**src/rtl/northwest_corner_transport_macros.svh**
```systemverilog
// Assertion macros for the northwest-corner transport block
`ifndef NORTHWEST_CORNER_TRANSPORT_MACROS_SVH
`define NORTHWEST_CORNER_TRANSPORT_MACROS_SVH

// check a property on every clock edge outside reset
`define NWCT_CHECK(label, clk, rst_n, prop, msg) \
    label: assert property (@(posedge clk) disable iff (!rst_n) prop) else $error(msg);

// check a property on every clock edge, reset included
`define NWCT_CHECK_ALWAYS(label, clk, prop, msg) \
    label: assert property (@(posedge clk) prop) else $error(msg);

`endif

```
**src/rtl/nwct_pkg.sv**
```systemverilog
// Package: widths, codes and state encoding for the northwest-corner transport block
`timescale 1ns / 1ps

package nwct_pkg;

    localparam int MAX_SOURCES = 4;
    localparam int MAX_DESTS   = 4;
    localparam int VALUE_WIDTH = 16;

    localparam int REQ_W    = 2;
    localparam int ROW_W    = 2;
    localparam int COL_W    = 2;
    localparam int IN_VAL_W = 16;
    localparam int COST_W   = 48;
    localparam int STAT_W   = 2;
    localparam int CNT_W    = 3;
    localparam int CFG_IDX_W  = 1;
    localparam int CFG_DATA_W = 3;

    localparam int MAX_N      = (MAX_SOURCES > MAX_DESTS) ? MAX_SOURCES : MAX_DESTS;
    localparam int SRC_IW     = (MAX_SOURCES > 1) ? $clog2(MAX_SOURCES) : 1;
    localparam int DST_IW     = (MAX_DESTS > 1) ? $clog2(MAX_DESTS) : 1;
    localparam int COST_DEPTH = MAX_SOURCES * MAX_DESTS;
    localparam int COST_AW    = (COST_DEPTH > 1) ? $clog2(COST_DEPTH) : 1;
    localparam int IDX_W      = $clog2(MAX_N + 1);
    localparam int SUM_W      = VALUE_WIDTH + $clog2(MAX_N + 1);
    localparam int PROD_W     = 2 * VALUE_WIDTH;

    typedef enum logic [REQ_W-1:0] {
        REQ_SUPPLY = 2'd0,
        REQ_DEMAND = 2'd1,
        REQ_COST   = 2'd2,
        REQ_SOLVE  = 2'd3
    } t_req;

    typedef enum logic [STAT_W-1:0] {
        STAT_OK       = 2'd0,
        STAT_UNBAL    = 2'd1,
        STAT_LEFTOVER = 2'd2
    } t_status;

    typedef enum logic [CFG_IDX_W-1:0] {
        CFG_NUM_SOURCES = 1'd0,
        CFG_NUM_DESTS   = 1'd1
    } t_cfg_idx;

    typedef enum logic [7:0] {
        ST_IDLE   = 8'b0000_0001,
        ST_SUM    = 8'b0000_0010,
        ST_CHECK  = 8'b0000_0100,
        ST_WALK_A = 8'b0000_1000,
        ST_WALK_B = 8'b0001_0000,
        ST_WALK_C = 8'b0010_0000,
        ST_LEFT   = 8'b0100_0000,
        ST_OUT    = 8'b1000_0000
    } t_state;

    function automatic logic [CNT_W-1:0] clamp_count(input logic [CNT_W-1:0] v,
                                                     input logic [CNT_W-1:0] max_v);
        logic [CNT_W-1:0] res;
        if (v == '0) begin
            res = CNT_W'(1);
        end else if (v > max_v) begin
            res = max_v;
        end else begin
            res = v;
        end
        return res;
    endfunction

endpackage

```
**src/rtl/nwct_if.sv**
```systemverilog
// Channel interfaces: request items in, result items out
`timescale 1ns / 1ps

interface nwct_req_if;
    import nwct_pkg::*;

    logic                valid;
    logic                ready;
    logic [REQ_W-1:0]    req_type;
    logic [ROW_W-1:0]    row;
    logic [COL_W-1:0]    col;
    logic [IN_VAL_W-1:0] value;

    modport source (output valid, req_type, row, col, value, input ready);
    modport sink   (input valid, req_type, row, col, value, output ready);
endinterface

interface nwct_res_if;
    import nwct_pkg::*;

    logic              valid;
    logic              ready;
    logic [COST_W-1:0] total_cost;
    logic [STAT_W-1:0] status;

    modport source (output valid, total_cost, status, input ready);
    modport sink   (input valid, total_cost, status, output ready);
endinterface

```
**src/rtl/northwest_corner_transport.sv**
```systemverilog
// Top level: northwest-corner transportation solver with cost memory and walk sequencer
`timescale 1ns / 1ps
`include "northwest_corner_transport_macros.svh"
//
// Request items arrive on i_req (valid/ready). Load supply, load demand and
// load cost items write the stores in the cycle they are accepted and give
// no result; one load item is taken per cycle while no solve is in flight.
// A solve item gives exactly one item on o_res: total cost and status (ok,
// unbalanced, leftover). A solve runs in a sequencer around one unit-cost
// memory with a registered read: it sums and copies the vectors, compares
// totals, then walks at most ns + nd - 1 shipped cells, each read, multiplied
// and accumulated, and scans for leftovers before it loads the output register.
// An unbalanced solve skips the walk and the leftover scan. i_req.ready is
// high only while no solve is in flight.
// The result sits in an output register; loads are still taken while it
// waits. A solve that finishes while the receiver stalls holds until the
// output register frees.
// Reset (i_rst_n low, synchronous) sets num_sources to 3, num_dests to 4,
// clears the sequencer and drops any pending result; stores keep old data.
// Configuration (i_cfg_we, i_cfg_idx, i_cfg_data) must be written by the user
// only while idle; the block itself does not enforce this.
module northwest_corner_transport (
    input  logic                            i_clk,
    input  logic                            i_rst_n,
    input  logic                            i_cfg_we,
    input  logic [nwct_pkg::CFG_IDX_W-1:0]  i_cfg_idx,
    input  logic [nwct_pkg::CFG_DATA_W-1:0] i_cfg_data,
    nwct_req_if.sink                        i_req,
    nwct_res_if.source                      o_res
);
    import nwct_pkg::*;

    logic [VALUE_WIDTH-1:0] supply_store [MAX_SOURCES];
    logic [VALUE_WIDTH-1:0] demand_store [MAX_DESTS];
    logic [VALUE_WIDTH-1:0] cost_mem     [COST_DEPTH];

    t_state                 r_state,     n_state;
    logic [CNT_W-1:0]       r_num_src,   n_num_src;
    logic [CNT_W-1:0]       r_num_dst,   n_num_dst;
    logic [IDX_W-1:0]       r_idx,       n_idx;
    logic [SUM_W-1:0]       r_sum_s,     n_sum_s;
    logic [SUM_W-1:0]       r_sum_d,     n_sum_d;
    logic [VALUE_WIDTH-1:0] r_sup_w [MAX_SOURCES];
    logic [VALUE_WIDTH-1:0] n_sup_w [MAX_SOURCES];
    logic [VALUE_WIDTH-1:0] r_dem_w [MAX_DESTS];
    logic [VALUE_WIDTH-1:0] n_dem_w [MAX_DESTS];
    logic [CNT_W-1:0]       r_row_ptr,   n_row_ptr;
    logic [CNT_W-1:0]       r_col_ptr,   n_col_ptr;
    logic [COST_W-1:0]      r_acc,       n_acc;
    logic [PROD_W-1:0]      r_prod,      n_prod;
    logic                   r_left,      n_left;
    logic [COST_W-1:0]      r_res_cost,  n_res_cost;
    t_status                r_res_stat,  n_res_stat;
    logic                   r_out_valid, n_out_valid;
    logic [COST_W-1:0]      r_out_cost,  n_out_cost;
    t_status                r_out_stat,  n_out_stat;
    logic [VALUE_WIDTH-1:0] r_cost_rd;

    logic [CNT_W-1:0]       w_ns;
    logic [CNT_W-1:0]       w_nd;
    logic [IDX_W-1:0]       w_scan_last;
    logic                   w_accept;
    logic [VALUE_WIDTH-1:0] w_val;
    logic [COST_AW-1:0]     w_wr_addr;
    logic [COST_AW-1:0]     w_rd_addr;
    logic [SRC_IW-1:0]      w_row_i;
    logic [DST_IW-1:0]      w_col_i;
    logic [VALUE_WIDTH-1:0] w_s;
    logic [VALUE_WIDTH-1:0] w_d;
    logic [VALUE_WIDTH-1:0] w_t;
    logic                   w_out_free;
    logic                   w_hit;

    assign w_ns = clamp_count(r_num_src, CNT_W'(MAX_SOURCES));
    assign w_nd = clamp_count(r_num_dst, CNT_W'(MAX_DESTS));
    assign w_scan_last = (w_ns > w_nd) ? IDX_W'(w_ns - CNT_W'(1))
                                       : IDX_W'(w_nd - CNT_W'(1));

    assign i_req.ready = (r_state == ST_IDLE);
    assign w_accept    = i_req.valid && i_req.ready;
    assign w_val       = VALUE_WIDTH'(i_req.value);
    assign w_wr_addr   = COST_AW'(32'(i_req.row) * MAX_DESTS + 32'(i_req.col));

    assign w_row_i   = SRC_IW'(r_row_ptr);
    assign w_col_i   = DST_IW'(r_col_ptr);
    assign w_rd_addr = COST_AW'(32'(w_row_i) * MAX_DESTS + 32'(w_col_i));
    assign w_s       = r_sup_w[w_row_i];
    assign w_d       = r_dem_w[w_col_i];
    assign w_t       = (w_s < w_d) ? w_s : w_d;

    assign w_out_free = !r_out_valid || o_res.ready;

    assign o_res.valid      = r_out_valid;
    assign o_res.total_cost = r_out_cost;
    assign o_res.status     = r_out_stat;

    always_ff @(posedge i_clk) begin
        if (w_accept && (t_req'(i_req.req_type) == REQ_SUPPLY)
                && (32'(i_req.row) < MAX_SOURCES)) begin
            supply_store[SRC_IW'(i_req.row)] <= w_val;
        end
        if (w_accept && (t_req'(i_req.req_type) == REQ_DEMAND)
                && (32'(i_req.col) < MAX_DESTS)) begin
            demand_store[DST_IW'(i_req.col)] <= w_val;
        end
    end

    always_ff @(posedge i_clk) begin
        if (w_accept && (t_req'(i_req.req_type) == REQ_COST)
                && (32'(i_req.row) < MAX_SOURCES) && (32'(i_req.col) < MAX_DESTS)) begin
            cost_mem[w_wr_addr] <= w_val;
        end
        r_cost_rd <= cost_mem[w_rd_addr];
    end

    always_comb begin
        n_state     = r_state;
        n_num_src   = r_num_src;
        n_num_dst   = r_num_dst;
        n_idx       = r_idx;
        n_sum_s     = r_sum_s;
        n_sum_d     = r_sum_d;
        n_sup_w     = r_sup_w;
        n_dem_w     = r_dem_w;
        n_row_ptr   = r_row_ptr;
        n_col_ptr   = r_col_ptr;
        n_acc       = r_acc;
        n_prod      = r_prod;
        n_left      = r_left;
        n_res_cost  = r_res_cost;
        n_res_stat  = r_res_stat;
        n_out_valid = r_out_valid;
        n_out_cost  = r_out_cost;
        n_out_stat  = r_out_stat;
        w_hit       = 1'b0;

        if (i_cfg_we) begin
            unique case (t_cfg_idx'(i_cfg_idx))
                CFG_NUM_SOURCES: n_num_src = CNT_W'(i_cfg_data);
                CFG_NUM_DESTS:   n_num_dst = CNT_W'(i_cfg_data);
                default: ;
            endcase
        end

        if (r_out_valid && o_res.ready) begin
            n_out_valid = 1'b0;
        end

        unique case (r_state)
            ST_IDLE: begin
                if (w_accept && (t_req'(i_req.req_type) == REQ_SOLVE)) begin
                    n_idx   = '0;
                    n_sum_s = '0;
                    n_sum_d = '0;
                    n_state = ST_SUM;
                end
            end
            ST_SUM: begin
                if (CNT_W'(r_idx) < w_ns) begin
                    n_sup_w[SRC_IW'(r_idx)] = supply_store[SRC_IW'(r_idx)];
                    n_sum_s = r_sum_s + SUM_W'(supply_store[SRC_IW'(r_idx)]);
                end
                if (CNT_W'(r_idx) < w_nd) begin
                    n_dem_w[DST_IW'(r_idx)] = demand_store[DST_IW'(r_idx)];
                    n_sum_d = r_sum_d + SUM_W'(demand_store[DST_IW'(r_idx)]);
                end
                n_idx = r_idx + IDX_W'(1);
                if (r_idx == w_scan_last) begin
                    n_state = ST_CHECK;
                end
            end
            ST_CHECK: begin
                if (r_sum_s != r_sum_d) begin
                    n_res_cost = '0;
                    n_res_stat = STAT_UNBAL;
                    n_state    = ST_OUT;
                end else begin
                    n_row_ptr = '0;
                    n_col_ptr = '0;
                    n_acc     = '0;
                    n_state   = ST_WALK_A;
                end
            end
            ST_WALK_A: begin
                if ((r_row_ptr >= w_ns) || (r_col_ptr >= w_nd)) begin
                    n_idx   = '0;
                    n_left  = 1'b0;
                    n_state = ST_LEFT;
                end else if (w_d == '0) begin
                    n_col_ptr = r_col_ptr + CNT_W'(1);
                end else if (w_s == '0) begin
                    n_row_ptr = r_row_ptr + CNT_W'(1);
                end else begin
                    n_state = ST_WALK_B;
                end
            end
            ST_WALK_B: begin
                n_sup_w[w_row_i] = w_s - w_t;
                n_dem_w[w_col_i] = w_d - w_t;
                n_prod  = PROD_W'(r_cost_rd) * PROD_W'(w_t);
                n_state = ST_WALK_C;
            end
            ST_WALK_C: begin
                n_acc   = r_acc + COST_W'(r_prod);
                n_state = ST_WALK_A;
            end
            ST_LEFT: begin
                if ((CNT_W'(r_idx) < w_ns) && (r_sup_w[SRC_IW'(r_idx)] != '0)) begin
                    w_hit = 1'b1;
                end
                if ((CNT_W'(r_idx) < w_nd) && (r_dem_w[DST_IW'(r_idx)] != '0)) begin
                    w_hit = 1'b1;
                end
                n_left = r_left || w_hit;
                n_idx  = r_idx + IDX_W'(1);
                if (r_idx == w_scan_last) begin
                    n_res_cost = n_left ? '0 : r_acc;
                    n_res_stat = n_left ? STAT_LEFTOVER : STAT_OK;
                    n_state    = ST_OUT;
                end
            end
            ST_OUT: begin
                if (w_out_free) begin
                    n_out_valid = 1'b1;
                    n_out_cost  = r_res_cost;
                    n_out_stat  = r_res_stat;
                    n_state     = ST_IDLE;
                end
            end
            default: n_state = ST_IDLE;
        endcase
    end

    always_ff @(posedge i_clk) begin
        if (!i_rst_n) begin
            r_state     <= ST_IDLE;
            r_num_src   <= CNT_W'(3);
            r_num_dst   <= CNT_W'(4);
            r_idx       <= '0;
            r_row_ptr   <= '0;
            r_col_ptr   <= '0;
            r_acc       <= '0;
            r_left      <= 1'b0;
            r_out_valid <= 1'b0;
        end else begin
            r_state     <= n_state;
            r_num_src   <= n_num_src;
            r_num_dst   <= n_num_dst;
            r_idx       <= n_idx;
            r_row_ptr   <= n_row_ptr;
            r_col_ptr   <= n_col_ptr;
            r_acc       <= n_acc;
            r_left      <= n_left;
            r_out_valid <= n_out_valid;
        end
        r_sum_s    <= n_sum_s;
        r_sum_d    <= n_sum_d;
        r_sup_w    <= n_sup_w;
        r_dem_w    <= n_dem_w;
        r_prod     <= n_prod;
        r_res_cost <= n_res_cost;
        r_res_stat <= n_res_stat;
        r_out_cost <= n_out_cost;
        r_out_stat <= n_out_stat;
    end

    `NWCT_CHECK(a_walk_in_range, i_clk, i_rst_n,
        (r_state == ST_WALK_B) |-> ((r_row_ptr < w_ns) && (r_col_ptr < w_nd)),
        "walk cell outside configured range")

    `NWCT_CHECK(a_fail_zero_cost, i_clk, i_rst_n,
        (o_res.valid && (o_res.status != STAT_OK)) |-> (o_res.total_cost == '0),
        "failed solve carries nonzero cost")

    `NWCT_CHECK(a_solve_starts, i_clk, i_rst_n,
        (w_accept && (i_req.req_type == REQ_SOLVE)) |=> (r_state == ST_SUM),
        "accepted solve did not start summing")

    `NWCT_CHECK_ALWAYS(a_rst_idle, i_clk,
        !i_rst_n |=> ((r_state == ST_IDLE) && !r_out_valid),
        "reset did not return to idle")

endmodule
```
**src/flat_wrapper.sv**
```systemverilog
// flat-port wrapper written by rule: the top's interface ports become plain ports
module northwest_corner_transport_flat import nwct_pkg::*;
  (i_clk, i_rst_n, i_cfg_we, i_cfg_idx, i_cfg_data, i_req_valid, i_req_req_type, i_req_row, i_req_col, i_req_value, i_req_ready, o_res_valid, o_res_total_cost, o_res_status, o_res_ready);
  nwct_req_if i_req_i ();
  nwct_res_if o_res_i ();
  input  logic i_clk;
  input  logic i_rst_n;
  input  logic i_cfg_we;
  input  logic [nwct_pkg::CFG_IDX_W-1:0] i_cfg_idx;
  input  logic [nwct_pkg::CFG_DATA_W-1:0] i_cfg_data;
  input wire logic [$bits(i_req_i.valid)-1:0] i_req_valid;
  input wire logic [$bits(i_req_i.req_type)-1:0] i_req_req_type;
  input wire logic [$bits(i_req_i.row)-1:0] i_req_row;
  input wire logic [$bits(i_req_i.col)-1:0] i_req_col;
  input wire logic [$bits(i_req_i.value)-1:0] i_req_value;
  output wire logic [$bits(i_req_i.ready)-1:0] i_req_ready;
  output wire logic [$bits(o_res_i.valid)-1:0] o_res_valid;
  output wire logic [$bits(o_res_i.total_cost)-1:0] o_res_total_cost;
  output wire logic [$bits(o_res_i.status)-1:0] o_res_status;
  input wire logic [$bits(o_res_i.ready)-1:0] o_res_ready;
  assign i_req_i.valid = i_req_valid;
  assign i_req_i.req_type = i_req_req_type;
  assign i_req_i.row = i_req_row;
  assign i_req_i.col = i_req_col;
  assign i_req_i.value = i_req_value;
  assign i_req_ready = i_req_i.ready;
  assign o_res_valid = o_res_i.valid;
  assign o_res_total_cost = o_res_i.total_cost;
  assign o_res_status = o_res_i.status;
  assign o_res_i.ready = o_res_ready;
  northwest_corner_transport u_core (.i_clk(i_clk), .i_rst_n(i_rst_n), .i_cfg_we(i_cfg_we), .i_cfg_idx(i_cfg_idx), .i_cfg_data(i_cfg_data), .i_req(i_req_i), .o_res(o_res_i));
endmodule
```
**config.mk**
```make
export PLATFORM = sky130hd
export DESIGN_NAME = northwest_corner_transport_flat
export DESIGN_NICKNAME = d
export VERILOG_FILES = /design/src/rtl/nwct_pkg.sv /design/src/rtl/nwct_if.sv /design/src/rtl/northwest_corner_transport.sv /design/src/flat_wrapper.sv
export VERILOG_INCLUDE_DIRS = /design/src /design/src/rtl
export SDC_FILE = /design/constraint.sdc
export NUM_CORES = 2
export LEC_CHECK = 0
export BUFFER_PORTS_ARGS = -buffer_cell sky130_fd_sc_hd__clkbuf_2
export CAP_MARGIN = 20
export CORE_MARGIN = 3
export CORE_UTILIZATION = 45
export CTS_BUF_LIST = sky130_fd_sc_hd__clkbuf_4
export CTS_CLUSTER_SIZE = 16
export DETAILED_ROUTE_END_ITERATION = 6
export PLACE_DENSITY_LB_ADDON = 0.15
export SLEW_MARGIN = 20
export SYNTH_ARGS = -nofsm -noshare
export SYNTH_HDL_FRONTEND = slang
export SYNTH_SLANG_ARGS = --single-unit
```
**constraint.sdc**
```tcl
create_clock -name i_clk -period 14.7 [get_ports i_clk]
set_input_delay 2.94 -clock i_clk [delete_from_list [all_inputs] [get_ports i_clk]]
set_output_delay 2.94 -clock i_clk [all_outputs]
set_load 0.1 [all_outputs]
```
# Word-level counts from Yosys, hierarchy flattened
# Memories as Yosys holds them, arrays and structs flattened. A register that Yosys moved wholly into a read port is not among the register bits.
# Cells that the tools add are included.
# word_totals
reg_bits,371
latch_bits,0
ram_bits,384
romBits,0
input_bits,31
wordCells,215
n_memories,3
# classes
n_addsub,12
mul,1
div_mod_pow,0
order_cmp,14
n_eq_ne,28
n_shift,0
n_mux,85
n_bitwise,4
n_reduce_logical,44
# memory_table
memory,words,word_bits,read_ports,rd_ports_with_merged_regs,wr,line,source
u_core.cost_mem,16,16,1,1,1,northwest_corner_transport.sv:35,logic [VALUE_WIDTH-1:0] cost_mem [COST_DEPTH];
u_core.demand_store,4,16,1,1,1,northwest_corner_transport.sv:34,logic [VALUE_WIDTH-1:0] demand_store [MAX_DESTS];
u_core.supply_store,4,16,1,1,1,northwest_corner_transport.sv:33,logic [VALUE_WIDTH-1:0] supply_store [MAX_SOURCES];
# op_table
cell,count
64-bit bitwise mux,4
64-bit one-hot mux with 2 select lines,2
16-bit 2-to-1 mux,12
48-bit 2-to-1 mux,4
48-bit one-hot mux with 2 select lines,2
16-bit binary-select mux with 2-bit select,4
64-bit 2-to-1 mux,2
16-bit demux with 2-bit select,3
19-bit one-hot mux with 2 select lines,2
8-bit 2-to-1 mux,8
8-bit one-hot mux with 8 select lines,1
19-bit 2-to-1 mux,3
48-bit by 32-bit adder with 48-bit output,1
3-bit 2-to-1 mux,13
19-bit by 16-bit adder with 19-bit output,2
16-bit logical NOT,2
16-bit by 16-bit multiplier with 32-bit output,1
16-bit nonzero test,2
16-bit subtractor,2
19-bit inequality test,1
2-bit by 1-bit inequality test with 1-bit output (second input constant),9
16-bit less-than comparator,1
2-bit 2-to-1 mux,7
2-bit AND reduction,7
41 further kinds,93

# Logic depth before layout (Yosys ltp)
# depth
depth_word,13
depth_mapped,38
depth_no_buf,33

# Worst setup path before layout
# No wires, ideal clock.
# synth_timing
kind,register -> register
start,register u_core.r_row_ptr[0]
end,register u_core.r_prod[31] (data pin)
t_arrival_ns,8.676
slack_ns,5.762
path_stages_with_launch,34
period_less_slack_ns,8.938
cell_sequence,dfxtp_1 -> buf_2 -> buf_2 -> mux4_2 -> ha_1 -> a21o_1 -> a21o_1 -> a211oi_1 -> o21bai_1 -> a21o_1 -> a221oi_4 -> mux2i_1 -> clkbuf_1 -> nor2b_1 -> fa_1 -> inv_1 -> fa_1 -> fa_1 -> fa_1 -> inv_1 -> fa_1 -> inv_1 -> fa_1 -> inv_1 -> ha_1 -> o21ai_0 -> nand3b_1 -> o21ai_0 -> nor3_1 -> o221ai_1 -> o41ai_1 -> nand2_1 -> o21ai_0 -> xnor2_1
# synth_via
elab_chain_cells,7
# synth_rtl
element,line,source
"start, declared",northwest_corner_transport.sv:47,"logic [CNT_W-1:0] r_row_ptr, n_row_ptr;"
"start signal, assigned",northwest_corner_transport.sv:250,r_row_ptr <= n_row_ptr;
2-bit NOT with 3-bit output (not written as such) *,northwest_corner_transport.sv:87,assign w_s = r_sup_w[w_row_i];
16-bit binary-select mux with 2-bit select *,northwest_corner_transport.sv:87,
16-bit 2-to-1 mux (not written as such) * (2 in a row),northwest_corner_transport.sv:87,
16-bit less-than comparator,northwest_corner_transport.sv:89,assign w_t = (w_s < w_d) ? w_s : w_d;
16-bit 2-to-1 mux *,northwest_corner_transport.sv:89,
16-bit by 16-bit multiplier with 32-bit output *,northwest_corner_transport.sv:200,n_prod = PROD_W'(r_cost_rd) * PROD_W'(w_t);
"end signal, assigned",northwest_corner_transport.sv:260,r_prod <= n_prod;
"end, declared",northwest_corner_transport.sv:50,"logic [PROD_W-1:0] r_prod, n_prod;"
# Every way passes the cells marked *; elsewhere a longest branch is shown, timed or not. The select of a mux whose other input is x is not followed.
# A chain may end at the register's enable or synchronous reset.

# Worst setup path in the final report
# layout_timing
start,register u_core.r_col_ptr[0]
end,register u_core.r_prod[29] (data pin)
# layout_via
elab_chain_cells,7
# layout_rtl
element,line,source
"start, declared",northwest_corner_transport.sv:48,"logic [CNT_W-1:0] r_col_ptr, n_col_ptr;"
"start signal, assigned",northwest_corner_transport.sv:251,r_col_ptr <= n_col_ptr;
2-bit NOT with 3-bit output (not written as such) *,northwest_corner_transport.sv:88,assign w_d = r_dem_w[w_col_i];
16-bit binary-select mux with 2-bit select *,northwest_corner_transport.sv:88,
16-bit 2-to-1 mux (not written as such) * (2 in a row),northwest_corner_transport.sv:88,
16-bit less-than comparator,northwest_corner_transport.sv:89,
16-bit 2-to-1 mux *,northwest_corner_transport.sv:89,
16-bit by 16-bit multiplier with 32-bit output *,northwest_corner_transport.sv:200,
# Marks and branches as above.

==> metrics.yaml <==
power:
  ir_drop_mv: 0.309
  p_total_uw: 8980
  p_comb_share_pct: 49.2
  clkPwrFrac_pct: 20.3
  seqPwrFrac_pct: 30.5
  power_leakage_uw: 0.0183
  internal-power_uw: 5500
  netSwitchingPower_uw: 3480
  switching_share_pct: 38.8
  p_per_area_nw_per_um2: 186
route:
  routed_wirelength_um: 111000
  ant_nets: 0
  initialDrtViolationCount: 2206
  vias: 28162
  dr.pass1.iters: 6
  wire_per_inst_um: 22.3
  routed_via_density: 5.64
  drc_errors: 0
worst_hold_path:
  min_path_type: "reg2reg"
  min-delay-start: "u_core.r_res_cost[25]"
  min_path_cells: 0
grt:
  antenna_found_initial: 4
  grt_pass1_wl_um: 172000
  grt_pass1_vias: 29465
  track_usage_pct: 22.1
  grt_overflow: 0
  grt_max_degree: 51
critical_path:
  max_stage_delay_ns: 0.90
  r2r_end: "u_core.r_prod[29]"
  cp_common_cell: "fa_1"
  worst-setup-path-type: "reg2reg"
  r2r_start: "u_core.r_col_ptr[0]"
  cp.required_ns: 15.53
  slowest_stage: "dfxtp_4"
  endpoint_kind: "flip-flop"
  critPathLaunch: "u_core.r_col_ptr[0]"
  cp_data_arrival_time_ns: 11.69
  rrSetupSlack_ns: 3.84
  cp-start-kind: "flip-flop"
  crit_fanout: 43
  reg2regPathDepth: 31
  endpoint: "u_core.r_prod[29]"
synthesis:
  yosysSeqAreaShare_pct: 51.1
  synth_cells: 3365
  ys_top_cells_by_area: "edfxtp_1 (47%), fa_1 (9.1%), mux4_2 (7.4%), ha_1 (6.8%), dfxtp_1 (4.2%)"
  syn_area_per_cell_um2: 13.0
  syn_area_um2: 43700
  synth_edf_count: 682
  synth_top_cell_area_share_pct: 46.9
  yosysWarnings: 0
  synth_most_common_cell: "edfxtp_1"
  syn-num-nets: 3834
  synth-seq-cells: 773
  synthArstFlopShare_pct: 0
  netlist_top_cells_count: "edfxtp_1 (682), nand2_1 (310), inv_1 (289)"
  synth_cell_types: 80
  synth_top_area_cell: "edfxtp_1"
  synth_top_flop_cell: "edfxtp_1"
timing:
  rsz0062_at_grt: "no"
  drv_slew: 0
  finalSetupViolCount: 0
  final.setup_skew_ns: 0.109
  min_period_ns: 10.86
  setup_tns_ns: 0
  relSlewSlack_pct: 25.7
  final_hold_viol_count: 0
  tightest_slew_ns: 1.11
  fmax_mhz: 92.1
  period_share_pct: 73.9
clock_network:
  cts-root-buf: "clkbuf_4"
  cts_setup_buffers: 0
  cts_max_level: 4
  clkSinkCount: 773
  cts_tree: "done"
  cts_hold_buf: 0
  clk_pin_slew_worst_paths_ns: 0.07
  cts_resized: 0
  cts_made_buffers: 193
  clockBufferDepth: 3
  clock_latency_ns: 1.12
floorplanning:
  die_w_um: 318
  io_pins: 83
  die_y_um: 318
  die-area_um2: 101000
  core_region_area_um2: 95600
  floorplan.rows: 113
  initial_utilization_pct: 45.7
finish:
  area_growth_pct: 10.3
  layout-drive-gt1-share_pct: 17.3
  final_nets: 4043
flow_run:
  cap_violations: 0
place:
  port_buffers: 82
  dp_hpwl_um: 79200
  gp_congestion: 0.948
outcome:
  status: "complete, no violations"
[cells in the final DEF, fill, tap and decap left out, types with 7 or more instances in the layout]
master and n:
a31oi_1 12, a22o_1 84, clkbuf_4 291, nor2b_1 56
clkinv_1 36, nand2b_1 30, xor2_1 55, dfxtp_1 87
nand4_1 21, inv_1 288, nor4_1 41, o21bai_1 11
a22oi_1 10, xnor2_1 84, and3_1 15, o22ai_1 11
edfxtp_1 682, nor2_1 154, a211oi_1 12, a21oi_1 134
nor3_1 37, and2_1 140, nand3b_1 11, buf_4 50
o21ai_2 21, or3_1 14, ha_1 239, o21ai_0 103
nand2_1 310, fa_1 199, a2111oi_0 7, mux4_2 143
nand3_1 40, mux2i_1 11, a21o_1 47, o21a_1 15
clkbuf_2 82
[how the worst min path moves through the flow]
| stage | slack [ns] | end |
|---|---|---|
| floorplan | 0.40 | u_core.o_res.status[0] |
| global placement | 0.40 | u_core.o_res.total_cost[26] |
| detailed placement | 0.40 | u_core.o_res.total_cost[0] |
| CTS | 0.38 | u_core.o_res.total_cost[25] |
| global route | 0.39 | u_core.o_res.total_cost[25] |
| finish | 0.39 | u_core.o_res.total_cost[25] |
[logic make-up after synthesis]
logic type      after synthesis  share of synthesized area (%)
simple gates                913                           10.5
flops                       773                           51.1
compound gates              538                           8.33
fa+ha+maj                   438                           16.0
buf+inv                     409                           3.67
mux                         155                           7.65
xor+xnor                    139                           2.79
[stage by stage]
stage	hold slack, ns	std cells	setup slack (ns)	utilization (%)	area (µm²)
2_1_floorplan	0.400	3365	5.76	-	43700
3_3_place_gp	0.400	4644	3.93	47.8	45700
3_5_place_dp	0.405	4644	3.73	47.8	45700
4_1_cts	0.375	4988	3.73	50.4	48200
5_1_grt	0.387	4990	3.01	50.4	48200
6_report	0.394	4992	3.84	50.4	48200
[sequential cells by signal, summed over array words and instances, names as in the netlist, named ones only]
| name | count |
|---|---|
| u_core.r_prod | 32 |
| u_core.r_sum_s | 19 |
| u_core.r_sup_w | 64 |
| u_core.r_res_cost | 48 |
| u_core.r_num_dst | 3 |
| u_core.o_res.status | 2 |
| u_core.r_idx | 3 |
| u_core.r_cost_rd | 16 |
| u_core.r_sum_d | 19 |
| u_core.r_row_ptr | 3 |
| u_core.supply_store | 64 |
| u_core.r_dem_w | 64 |
| u_core.r_acc | 48 |
| u_core.o_res.valid | 1 |
| u_core.o_res.total_cost | 48 |
| u_core.r_col_ptr | 3 |
| u_core.r_state | 8 |
| u_core.r_left | 1 |
| u_core.cost_mem | 256 |
| u_core.r_num_src | 3 |
| u_core.r_res_stat | 2 |
| u_core.demand_store | 64 |
[metal layers]
| layer | GRT usage [%] | wire [µm] | vias to the layer above |
|---|---|---|---|
| met3 | 4.46 | 7550 | 170 |
| li1 | - | - | 12859 |
| met4 | 7.19 | 2430 | 0 |
| met2 | 37.5 | 54700 | 993 |
| met5 | 0 | 0 | - |
| met1 | 28.5 | 46600 | 14140 |
[cell type report]
type,instances,area (µm²)
fillers,8385,47400
multi-input cells,2183,19900
well taps,1265,1580
flip-flops and latches,773,22300
repair buffers,132,786
diodes,4,10.0
clock buffers,291,2180
clock inverters,53,327
inverters,291,1090
[critical path: cells and delay by family, from the launching register on]
| kind | cells | cell delay (ns) |
|---|---|---|
| and+or+nand+nor | 4 | 0.75 |
| AOI/OAI and AO/OA | 11 | 3.01 |
| adders and majority gates | 8 | 3.62 |
| muxes | 1 | 0.66 |
| xor gates and xnor gates | 1 | 0.14 |
| buffers and inverters | 6 | 1.43 |
| DFF | 1 | 0.90 |
[power by group through the flow]
stage          Sequential, µW  Combinational, µW  Clock [µW]
4_1_cts                  2740               4430        1880
3_5_place_dp             2780               4400           0
3_3_place_gp             2780               4300           0
2_1_floorplan            2760               3400           0
6_report                 2740               4420        1820
5_1_grt                  2740               5060        2000
No activity file was read; power rests on OpenSTA's default activity.
